===== src/rtl/sobel_pkg.sv =====
// Shared types, constants and the Sobel coefficient function for the
// Sobel edge magnitude core. No dependencies.
`timescale 1ns / 1ps

package sobel_pkg;

  localparam int PIXEL_W       = 8;
  localparam int PIXEL_BITS    = 8;
  localparam int COEF_W        = 3;
  localparam int TERM_W        = PIXEL_BITS + COEF_W;
  localparam int SUM_W         = 16;
  localparam int SQ_W          = 2 * SUM_W;
  localparam int ROOT_W        = SUM_W;
  localparam int DIV_W         = 8;
  localparam int OUT_W         = 11;
  localparam int STEPS         = ROOT_W;
  localparam int CNT_W         = $clog2(STEPS);

  localparam logic [DIV_W-1:0]  DIVISOR_RESET = DIV_W'(8);
  localparam logic [OUT_W-1:0]  OUT_MAX       = {OUT_W{1'b1}};
  localparam logic [SQ_W-1:0]   ROOT_BIT_INIT = SQ_W'(1) << (SQ_W - 2);
  localparam logic [CNT_W-1:0]  CNT_LAST      = CNT_W'(STEPS - 1);

  localparam logic signed [SUM_W-1:0] SUM_MAX = {1'b0, {(SUM_W-1){1'b1}}};
  localparam logic signed [SUM_W-1:0] SUM_MIN = {1'b1, {(SUM_W-1){1'b0}}};

  typedef enum logic [2:0] {
    ST_IDLE,
    ST_SQ_X,
    ST_SQ_Y,
    ST_SQ_SUM,
    ST_ROOT,
    ST_DIV_INIT,
    ST_DIVIDE,
    ST_HOLD
  } state_t;

  typedef struct packed {
    logic acc;
    logic mul_x;
    logic mul_y;
    logic root_init;
    logic root_step;
    logic div_init;
    logic div_step;
    logic load_out;
  } cmd_t;

  typedef struct packed {
    logic out_busy;
  } status_t;

  // Sobel coefficient for a mask position; row or column three gives zero.
  function automatic logic signed [COEF_W-1:0] sobel_coef(
    input logic       pattern,
    input logic [1:0] row,
    input logic [1:0] col
  );
    logic [1:0] along;
    logic [1:0] across;
    logic signed [COEF_W-1:0] weight;
    logic signed [COEF_W-1:0] coef;
    along  = pattern ? row : col;
    across = pattern ? col : row;
    case (across)
      2'd0, 2'd2: weight = COEF_W'(1);
      2'd1:       weight = COEF_W'(2);
      default:    weight = '0;
    endcase
    case (along)
      2'd0:    coef = -weight;
      2'd2:    coef = weight;
      default: coef = '0;
    endcase
    return coef;
  endfunction

endpackage


===== src/rtl/sobel_edge_magnitude_core.sv =====
// Top level of the Sobel edge magnitude core: controller plus datapath.
// Depends on sobel_pkg, sobel_ctrl and sobel_dp.
//
//   Channel  Handshake              Payload
//   in       in_valid / in_ready    pattern, window_row, window_col, pixel, finish
//   out      out_valid / out_ready  edge_magnitude
//   cfg      cfg_write              cfg_data (magnitude divisor)
//
// Items without finish are accepted back to back.
// A finish item holds the input off while the controller squares both sums
// in the shared squarer, runs the bit-serial square root and the divider,
// and loads the output register, waiting while that register is still full.
// Reset clears both sums, sets the divisor to 8 and empties the output register.
`timescale 1ns / 1ps

module sobel_edge_magnitude_core (
  input  logic                         clk,
  input  logic                         rst,
  input  logic                         in_valid,
  output logic                         in_ready,
  input  logic                         pattern,
  input  logic [1:0]                   window_row,
  input  logic [1:0]                   window_col,
  input  logic [sobel_pkg::PIXEL_W-1:0] pixel,
  input  logic                         finish,
  output logic                         out_valid,
  input  logic                         out_ready,
  output logic [sobel_pkg::OUT_W-1:0]  edge_magnitude,
  input  logic                         cfg_write,
  input  logic [sobel_pkg::DIV_W-1:0]  cfg_data
);
  import sobel_pkg::*;

  cmd_t    cmd;
  status_t status;

  sobel_ctrl u_ctrl (
    .clk      (clk),
    .rst      (rst),
    .in_valid (in_valid),
    .finish   (finish),
    .status   (status),
    .in_ready (in_ready),
    .cmd      (cmd)
  );

  sobel_dp u_dp (
    .clk            (clk),
    .rst            (rst),
    .cmd            (cmd),
    .pattern        (pattern),
    .window_row     (window_row),
    .window_col     (window_col),
    .pixel          (pixel),
    .cfg_write      (cfg_write),
    .cfg_data       (cfg_data),
    .out_ready      (out_ready),
    .out_valid      (out_valid),
    .edge_magnitude (edge_magnitude),
    .status         (status)
  );

  a_finish_blocks: assert property (@(posedge clk) disable iff (rst)
    (in_valid && in_ready && finish) |=> !in_ready)
    else $error("Input still ready after a finish item.");

  a_load_when_free: assert property (@(posedge clk) disable iff (rst)
    cmd.load_out |-> (!out_valid || out_ready))
    else $error("Result loaded over an unaccepted result.");

  a_ready_after_load: assert property (@(posedge clk) disable iff (rst)
    cmd.load_out |=> (in_ready && out_valid))
    else $error("Block not ready with a result after load.");

  a_single_phase: assert property (@(posedge clk) disable iff (rst)
    $onehot0({cmd.acc, cmd.mul_x, cmd.mul_y, cmd.root_init, cmd.root_step,
              cmd.div_init, cmd.div_step, cmd.load_out}))
    else $error("More than one datapath command active.");

endmodule


===== src/rtl/sobel_ctrl.sv =====
// Controller state machine for the Sobel edge magnitude core.
// Depends on sobel_pkg; drives the datapath through cmd_t.
`timescale 1ns / 1ps

module sobel_ctrl (
  input  logic              clk,
  input  logic              rst,
  input  logic              in_valid,
  input  logic              finish,
  input  sobel_pkg::status_t status,
  output logic              in_ready,
  output sobel_pkg::cmd_t   cmd
);
  import sobel_pkg::*;

  state_t           state;
  state_t           state_next;
  logic [CNT_W-1:0] cnt;
  logic [CNT_W-1:0] cnt_next;

  always_ff @(posedge clk) begin
    if (rst) begin
      state <= ST_IDLE;
      cnt   <= '0;
    end else begin
      state <= state_next;
      cnt   <= cnt_next;
    end
  end

  always_comb begin
    state_next = state;
    cnt_next   = cnt;
    cmd        = '0;
    in_ready   = 1'b0;
    case (state)
      ST_IDLE: begin
        in_ready = 1'b1;
        if (in_valid) begin
          cmd.acc = 1'b1;
          if (finish) begin
            state_next = ST_SQ_X;
          end
        end
      end
      ST_SQ_X: begin
        cmd.mul_x  = 1'b1;
        state_next = ST_SQ_Y;
      end
      ST_SQ_Y: begin
        cmd.mul_y  = 1'b1;
        state_next = ST_SQ_SUM;
      end
      ST_SQ_SUM: begin
        cmd.root_init = 1'b1;
        cnt_next      = '0;
        state_next    = ST_ROOT;
      end
      ST_ROOT: begin
        cmd.root_step = 1'b1;
        cnt_next      = cnt + CNT_W'(1);
        if (cnt == CNT_LAST) begin
          state_next = ST_DIV_INIT;
        end
      end
      ST_DIV_INIT: begin
        cmd.div_init = 1'b1;
        cnt_next     = '0;
        state_next   = ST_DIVIDE;
      end
      ST_DIVIDE: begin
        cmd.div_step = 1'b1;
        cnt_next     = cnt + CNT_W'(1);
        if (cnt == CNT_LAST) begin
          state_next = ST_HOLD;
        end
      end
      ST_HOLD: begin
        if (!status.out_busy) begin
          cmd.load_out = 1'b1;
          state_next   = ST_IDLE;
        end
      end
      default: begin
        state_next = ST_IDLE;
      end
    endcase
  end

endmodule


===== src/rtl/sobel_dp.sv =====
// Datapath of the Sobel edge magnitude core: accumulators, shared squarer,
// bit-serial square root, bit-serial divider and output register. Uses sobel_pkg.
`timescale 1ns / 1ps

module sobel_dp (
  input  logic                         clk,
  input  logic                         rst,
  input  sobel_pkg::cmd_t              cmd,
  input  logic                         pattern,
  input  logic [1:0]                   window_row,
  input  logic [1:0]                   window_col,
  input  logic [sobel_pkg::PIXEL_W-1:0] pixel,
  input  logic                         cfg_write,
  input  logic [sobel_pkg::DIV_W-1:0]  cfg_data,
  input  logic                         out_ready,
  output logic                         out_valid,
  output logic [sobel_pkg::OUT_W-1:0]  edge_magnitude,
  output sobel_pkg::status_t           status
);
  import sobel_pkg::*;

  logic signed [SUM_W-1:0]    x_sum;
  logic signed [SUM_W-1:0]    y_sum;
  logic [DIV_W-1:0]           divisor;
  logic signed [SQ_W-1:0]     prod;
  logic [SQ_W-1:0]            sq_x;
  logic [SQ_W-1:0]            rad;
  logic [SQ_W-1:0]            root;
  logic [SQ_W-1:0]            root_bit;
  logic [ROOT_W-1:0]          quot;
  logic [DIV_W-1:0]           rem;

  logic signed [PIXEL_BITS:0] pix_s;
  logic signed [COEF_W-1:0]   coef;
  logic signed [TERM_W-1:0]   term;
  logic signed [SUM_W-1:0]    acc_sel;
  logic signed [SUM_W:0]      sum_wide;
  logic signed [SUM_W-1:0]    sum_sat;
  logic signed [SUM_W-1:0]    mul_op;
  logic [SQ_W-1:0]            trial;
  logic                       root_take;
  logic [DIV_W-1:0]           div_eff;
  logic [DIV_W:0]             shifted;
  logic                       div_take;

  always_comb begin
    pix_s    = signed'({1'b0, pixel[PIXEL_BITS-1:0]});
    coef     = sobel_coef(pattern, window_row, window_col);
    term     = TERM_W'(pix_s) * TERM_W'(coef);
    acc_sel  = pattern ? y_sum : x_sum;
    sum_wide = (SUM_W+1)'(acc_sel) + (SUM_W+1)'(term);
    if (sum_wide[SUM_W] != sum_wide[SUM_W-1]) begin
      sum_sat = sum_wide[SUM_W] ? SUM_MIN : SUM_MAX;
    end else begin
      sum_sat = sum_wide[SUM_W-1:0];
    end
  end

  assign mul_op    = cmd.mul_y ? y_sum : x_sum;
  assign trial     = root + root_bit;
  assign root_take = rad >= trial;
  assign div_eff   = (divisor == '0) ? DIV_W'(1) : divisor;
  assign shifted   = {rem, quot[ROOT_W-1]};
  assign div_take  = shifted >= {1'b0, div_eff};

  always_ff @(posedge clk) begin
    if (rst) begin
      x_sum     <= '0;
      y_sum     <= '0;
      divisor   <= DIVISOR_RESET;
      out_valid <= 1'b0;
    end else begin
      if (cfg_write) begin
        divisor <= cfg_data;
      end
      if (cmd.load_out) begin
        x_sum <= '0;
        y_sum <= '0;
      end else if (cmd.acc) begin
        if (pattern) begin
          y_sum <= sum_sat;
        end else begin
          x_sum <= sum_sat;
        end
      end
      if (cmd.load_out) begin
        out_valid <= 1'b1;
      end else if (out_ready) begin
        out_valid <= 1'b0;
      end
    end
  end

  always_ff @(posedge clk) begin
    if (cmd.mul_x || cmd.mul_y) begin
      prod <= SQ_W'(mul_op) * SQ_W'(mul_op);
    end
    if (cmd.mul_y) begin
      sq_x <= unsigned'(prod);
    end
    if (cmd.root_init) begin
      rad      <= sq_x + unsigned'(prod);
      root     <= '0;
      root_bit <= ROOT_BIT_INIT;
    end else if (cmd.root_step) begin
      if (root_take) begin
        rad  <= rad - trial;
        root <= (root >> 1) + root_bit;
      end else begin
        root <= root >> 1;
      end
      root_bit <= root_bit >> 2;
    end
    if (cmd.div_init) begin
      quot <= root[ROOT_W-1:0];
      rem  <= '0;
    end else if (cmd.div_step) begin
      rem  <= div_take ? DIV_W'(shifted - {1'b0, div_eff}) : shifted[DIV_W-1:0];
      quot <= {quot[ROOT_W-2:0], div_take};
    end
    if (cmd.load_out) begin
      edge_magnitude <= (quot > ROOT_W'(OUT_MAX)) ? OUT_MAX : quot[OUT_W-1:0];
    end
  end

  assign status.out_busy = out_valid && !out_ready;

endmodule

===== config.mk =====
export PLATFORM = sky130hd
export DESIGN_NAME = sobel_edge_magnitude_core
export DESIGN_NICKNAME = d
export VERILOG_FILES = /design/src/rtl/sobel_pkg.sv /design/src/rtl/sobel_edge_magnitude_core.sv /design/src/rtl/sobel_ctrl.sv /design/src/rtl/sobel_dp.sv
export SDC_FILE = /design/constraint.sdc
export NUM_CORES = 1
export LEC_CHECK = 0
export ABC_AREA = 1
export BUFFER_PORTS_ARGS = -buffer_cell sky130_fd_sc_hd__buf_2
export CORE_ASPECT_RATIO = 0.75
export CORE_UTILIZATION = 55
export DETAILED_ROUTE_END_ITERATION = 7
export PLACE_DENSITY = 0.81
export SYNTH_ARGS = -nofsm -noshare
export SYNTH_HDL_FRONTEND = slang
export SYNTH_SLANG_ARGS = --single-unit

===== constraint.sdc =====
create_clock -name clk -period 7.75 [get_ports clk]
set_input_delay 1.1625 -clock clk [delete_from_list [all_inputs] [get_ports clk]]
set_output_delay 1.1625 -clock clk [all_outputs]
set_load 0.005 [all_outputs]

# ---- Word level (Yosys, flattened, before mapping)
# Index checks and enable logic that the tools add are counted.
dict set report classes {
  n_addsub 8
  n_mul 2
  magnitude_cmp 3
  eq_ne 17
  n_mux 36
  bitwise_logic 1
  n_reduce_logical 20
}
# op count
set ops {}
lappend ops {{2-to-1 mux 32 bit} 4}
lappend ops {{2-to-1 mux 16 bit} 6}
lappend ops {{adder 31 x 31 -> 32 bit} 1}
lappend ops {{adder 32 x 31 -> 32 bit} 1}
lappend ops {{adder 32 bit} 1}
lappend ops {{>= comparator 32 bit} 1}
lappend ops {{multiplier 16 x 16 -> 32 bit} 1}
lappend ops {{subtractor 32 bit} 1}
lappend ops {{one-hot mux 3 bit (8 select lines)} 1}
lappend ops {{adder 16 x 11 -> 17 bit} 1}
lappend ops {{> comparator 16 x 11 -> 1 bit, second input constant} 1}
lappend ops {{2-to-1 mux 8 bit} 2}
lappend ops {{2-to-1 mux 3 bit} 5}
lappend ops {{2-to-1 mux 1 bit} 13}
lappend ops {{== test 3 bit, second input constant} 4}
lappend ops {{multiplier 9 x 3 -> 11 bit} 1}
lappend ops {{nonzero test 2 bit} 5}
lappend ops {{>= comparator 9 x 8 -> 1 bit} 1}
lappend ops {{zero test 8 bit} 1}
lappend ops {{one-hot mux 4 bit (2 select lines)} 1}
lappend ops {{OR reduction 2 bit} 4}
lappend ops {{subtractor 8 bit} 1}
lappend ops {{== test 3 x 2 -> 1 bit, second input constant} 2}
lappend ops {{!= test 2 bit, second input constant} 3}
lappend ops {{19 further kinds} 25}
dict set report word_totals {
  regBits 227
  inputBits 27
  output_inout_bits 13
  wordCells 101
}

# ---- Logic depth before layout (Yosys ltp)
dict set report logic_depth {
  word_depth 10
  depth_mapped 36
  ltp_nobuf 34
}

# ---- Hierarchy
# Synthesis repeated with hierarchy kept, for this count alone.
dict set report hier_totals {
  cells_unflattened 3620
  hier_area_um2 26691.8
}
# mod instances cells_each area_per_inst_um2 seq_area_each_um2
set modules_own_cells {}
lappend modules_own_cells {sobel_dp 1 3554 26237.7 5575.3}
lappend modules_own_cells {sobel_ctrl 1 66 454.2 140.1}

# ---- Worst setup path before layout
# OpenSTA, ideal clock, no wires.
dict set report synth_timing {
  path_type {reg-to-reg}
  startpoint {register u_ctrl.state[0]}
  endpoint {register u_dp.prod[31] (data pin)}
  setup_time_ns 0.252
  arrival_ns 6.675
  required_ns 7.498
  setup_slack_ns 0.823
  stages_incl_launch_ff 32
  n_path_buf 2
  period_less_slack_ns 6.927
  path_cell_list {dfxtp_1 inv_1 ha_1 inv_2 nor2_8 inv_4 buf_6 o21ai_4 inv_2 buf_2 nor2_1 inv_1 fa_1 inv_1 fa_1 inv_1 fa_1 inv_1 fa_1 inv_1 fa_1 inv_1 fa_1 ha_1 inv_1 nor3_1 nand2_1 or2_2 nand3_1 inv_1 nand2_1 nand2_1}
}
dict set report synth_between {
  elab_chain_len 4
}
# element line_no
set synth_lines {}
lappend synth_lines {{start, declared} sobel_ctrl.sv:16} ;# state_t state;
lappend synth_lines {{start signal, assigned} sobel_ctrl.sv:26} ;# state <= state_next;
lappend synth_lines {{== test 3 x 2 -> 1 bit} sobel_ctrl.sv:36} ;# case (state)
lappend synth_lines {{2-to-1 mux 1 bit} sobel_ctrl.sv:36}
lappend synth_lines {{2-to-1 mux 16 bit} sobel_dp.sv:59} ;# assign mul_op = cmd.mul_y ? y_sum : x_sum;
lappend synth_lines {{multiplier 16 x 16 -> 32 bit} sobel_dp.sv:96} ;# prod <= SQ_W'(mul_op) * SQ_W'(mul_op);
lappend synth_lines {{end signal, assigned} sobel_dp.sv:96}
lappend synth_lines {{end, declared} sobel_dp.sv:25} ;# logic signed [SQ_W-1:0] prod;
# Every way passes these cells.
# A chain may end at the register's enable or synchronous reset.

# ---- Worst setup path after layout
# Ends and elaborated chain as after synthesis.

==> results.md <==
Critical path:
- Data arrives at the worst endpoint at 7510 ps.
- The register-to-register setup slack is 550 ps.
- The startpoint of the worst register-to-register path is u_ctrl.state[0]$_SDFFE_PP0P_.
- The largest stage delay on the critical path is 760 ps.
- STA classifies the critical path startpoint as a flop.
- The element type at the critical path end is a flop.
- The required time of the critical path is 8060 ps.
- In this run the worst path has a maximum fanout of 32.
- The path type of the worst setup path is reg -> reg.
- The number of cells traversed by the worst register-to-register path is 28.
- On the critical path, the stage with the largest delay is an instance of sky130_fd_sc_hd__fa_1.
- Among the stages of the critical path, the cell type that occurs most often is sky130_fd_sc_hd__inv_1.
- In this run the worst setup path begins at u_ctrl.state[0]$_SDFFE_PP0P_.
- The worst register-to-register path ends at u_dp.prod[31]$_DFFE_PP_.

Pwr:
- The switching power of the nets is 5.31 mW.
- The internal power component is 4.71 mW.
- In this run the static leakage power is 14.6 nW.
- The switching part of the total power is 53.0%.
- Across the VDD grid, the largest voltage drop is 282 uV.
- The power per cell area is 341 nW/um^2.
- The clock network accounts for 11.6% of the total power.
- Per report_power, the sequential group accounts for 22.3% of the total.
- The part of the power in combinational logic is 66.0%.

STA:
- The number of failing hold endpoints at the final stage is 0.
- The slew at the pin with the worst max-slew slack is 1100 ps.
- The highest attainable clock frequency is 139 MHz.
- Across the routed clock network, the largest skew measured is 40.4 ps.
- Counting I/O delays and the setup requirement, the final critical path takes 7200 ps.
- Setup repair after global routing left no endpoint under its margin.
- The count of pins over their slew limit was 0.
- The remaining max-slew budget at the tightest pin is 26.7%.
- Setup violations remaining at the end of the flow were counted as 0.
- After layout, the worst path uses 92.9% of the clock period.
- The summed negative setup slack over all endpoints is 0 ps.

Global route:
- Global routing used 28.7% of the available tracks.
- The first global-routing pass estimated 120000 microns of wire.
- Global routing finished with a remaining overflow of 0.
- Entering global routing, the biggest net connects 62 pins.
- The number of antenna violations at the first check in global routing was 0.
- The via count of the first global-routing pass is 23900.

Cells and area:
- After filler insertion, the fill cell instance count of the layout stands at 4657.
- The share of cells above drive strength 1 is 4.98%.
- The library cell used most frequently in the layout, excluding fill and tap cells, is sky130_fd_sc_hd__nand2_1.
- The layout-stage area growth over the synthesis result is 5.47%.
- The top cell types in the final layout, fill and taps aside, are 987 x sky130_fd_sc_hd__nand2_1, 769 x sky130_fd_sc_hd__inv_1, 302 x sky130_fd_sc_hd__nor2_1.
- The number of inserted diodes is 0.
- The finished layout holds 4571 standard cells, fillers aside.
- The net count of the finished layout is 4395.

Clocking:
- In this run the number of H-tree levels came out at 1.
- Clock tree synthesis found a total of 225 sinks.
- The number of resized instances in the post-cts repair step is 0.
- For the worst-skew pair, the clock arrives at the later sink with an insertion delay of 590 ps.
- The clock transition at the registers of the reported paths is 60 ps.
- The number of buffers created by CTS is 25.
- The clock passes through at most 3 buffers.
- TritonCTS built the clock tree.
- The root cell of the clock tree is sky130_fd_sc_hd__clkbuf_16.
- The number of setup buffers added after CTS is 0.
- After clock tree synthesis, the flow added hold-fix buffers numbering 0.

Synth:
- sky130_fd_sc_hd__fa_1 takes more of the synthesized area than any other cell.
- For this run, the leading register cell type out of synthesis is sky130_fd_sc_hd__edfxtp_1.
- For this run, the number of Yosys warnings is 0.
- The top-area cell type share of the netlist area is 17.5%.
- Sorting the synthesized cells by area gives the leading types as sky130_fd_sc_hd__fa_1 17%, sky130_fd_sc_hd__nand2_1 13%, sky130_fd_sc_hd__edfxtp_1 13%.
- The post-synthesis average cell area is 7.16 sq um.
- The net count after synthesis is 4391.
- In this run, synthesis produced a sequential element count of 225.
- The post-synthesis cell area is 27900 sq um.
- Yosys mapped a number of flops with a built-in enable equal to 121.
- The synthesized instance count is 3891.
- The post-synthesis sequential area ratio is 20.5%.
- In this run, distinct cell masters in the synthesized netlist total 59.
- Of all flip-flops after synthesis, the portion carrying an async set or reset was 0%.

Floorplan:
- The starting density of the core is 55.6%.
- The initialized floorplan defines 71 standard-cell rows.
- The height of the chip is 197 microns.
- 40 I/O pins were placed.
- The die area is 51600 sq um.
- The die boundary width is 262 microns.
- The floorplan step defined a core boundary enclosing 50100 sq um.

Placement:
- The half-perimeter wire length of the detailed placement result is 59800 microns.
- Buffers placed on the I/O ports in this run total 39.
- The final RePlAce weighted congestion is 0.977.
- Including well taps, the total number of placed cells is 4525.

Run status:
- The flow ran to the end, and the final reports show no timing, DRC or antenna violations.

Detailed routing:
- The detailed-route wire length is 72500 microns.
- Before antenna repair, the detailed router went through 6 iterations.
- The remaining antenna violation count is 0.
- The count of routing violations after the opening detailed-route iteration is 2226.
- The number of vias in the routed layout is 24800.
- The detailed-route vias per instance is 5.43.
- In the final routed layout, each cell accounts on average for 15.9 microns.
- In the routed design, unresolved DRC markers number 0.

Worst hold path:
- The capture endpoint of the worst hold path is u_dp.sq_x[8]$_DFFE_PN_.
- The origin of the worst min-delay path is u_dp.prod[8]$_DFFE_PP_.
- The instance count along the most critical hold path is 0.
- The tightest min-delay check is of the reg -> reg type.

Flow run:
- The tool flagged a number of max-cap violations equal to 0.
logic make-up (layout without fill, tap and decap cells):
| logic type | Yosys count | count (layout) | share of synthesized area, % |
|---|---|---|---|
| and+or+nand+nor | 1718 | 1718 | 26.0 |
| buffers and inverters | 873 | 896 | 12.2 |
| AOI/OAI and AO/OA | 492 | 492 | 9.99 |
| adders and majority gates | 473 | 473 | 27.8 |
| DFF | 225 | 225 | 20.5 |
| muxes | 2 | 2 | 0.0808 |
| xor gates and xnor gates | 108 | 108 | 3.39 |
final cells by class:
| type | instances | area [sq um] | share of cell area (%) |
|---|---|---|---|
| multi-input cells | 2793 | 18800 | 63.8 |
| flip-flops and latches | 225 | 5720 | 19.4 |
| inverters | 788 | 2960 | 10.1 |
| well taps | 657 | 822 | 2.80 |
| clock buffers | 26 | 629 | 2.14 |
| repair buffers | 62 | 368 | 1.25 |
| clock inverters | 20 | 144 | 0.490 |
metrics by stage:
step / utilization (%) / instance area [sq um] / worst slack [ps] / power [mW] / hold WS (ps)
3_3_place_gp: 57.1 / 28600 / 668 / 8.59 / 446
6_report: 58.7 / 29400 / 553 / 10.0 / 458
5_1_grt: 58.7 / 29400 / 87.2 / 11.0 / 471
3_5_place_dp: 57.1 / 28600 / 483 / 8.77 / 449
2_1_floorplan: - / 27900 / 823 / 7.11 / 431
4_1_cts: 58.7 / 29400 / 452 / 9.96 / 463
synthesized netlist by cell type, drive strengths merged, types with 14 or more instances:
cell type	instances
edfxtp	121
clkbuf	36
o21bai	20
o21ai	185
nand4	55
dfxtp	104
nand3b	14
xor2	69
nor3	46
a21oi	231
nor2	317
nand3	248
fa	243
ha	230
inv	787
xnor2	39
nand2	1011
buf	49
registers in the layout, indices dropped and copies added, names as in the netlist:
register / cells
u_dp.rad: 32
u_dp.root: 32
u_dp.prod: 31
u_dp.sq_x: 31
u_dp.quot: 16
u_dp.root_bit: 16
u_dp.x_sum: 16
u_dp.y_sum: 16
u_dp.edge_magnitude: 11
u_dp.divisor: 8
u_dp.rem: 8
u_ctrl.cnt: 4
u_ctrl.state: 3
u_dp.out_valid: 1
power by group through the flow:
stage                     sequential (mW)  clock, mW  combinational (mW)
after floorplan                      2.05          0                5.06
after global placement               2.25          0                6.34
after detailed placement             2.26          0                6.51
after CTS                            2.23       1.18                6.55
after global routing                 2.28       1.22                7.46
final                                2.24       1.17                6.62
how the worst max path moves through the flow:
stage               slack (ps)  depth (start not counted)                       to
finish                     550                         28  u_dp.prod[31]$_DFFE_PP_
global route                90                         28  u_dp.prod[31]$_DFFE_PP_
CTS                        450                         28  u_dp.prod[31]$_DFFE_PP_
detailed placement         480                         28  u_dp.prod[31]$_DFFE_PP_
global placement           670                         28  u_dp.prod[31]$_DFFE_PP_
floorplan                  820                         31  u_dp.prod[31]$_DFFE_PP_
worst max-delay path, delay by kind of cell, from the launching register on:
| family | cells | cell delay (ps) |
|---|---|---|
| adders and majority gates | 8 | 3950 |
| and+or+nand+nor | 9 | 1390 |
| buffers and inverters | 10 | 1110 |
| DFF | 1 | 350 |
| AOI/OAI and AO/OA | 1 | 90 |
routing by layer:
layer  vias up  part of all wire, %  track usage [%]  wire length (microns)
met3       121                  6.9             3.58                   5020
li1      12300                    -                -                      -
met5         -                    0                0                      0
met2       841                   45             46.4                  32400
met4         0                  2.5             7.32                   1830
met1     11600                   46             40.7                  33200
(Power assumes the default switching activity.)
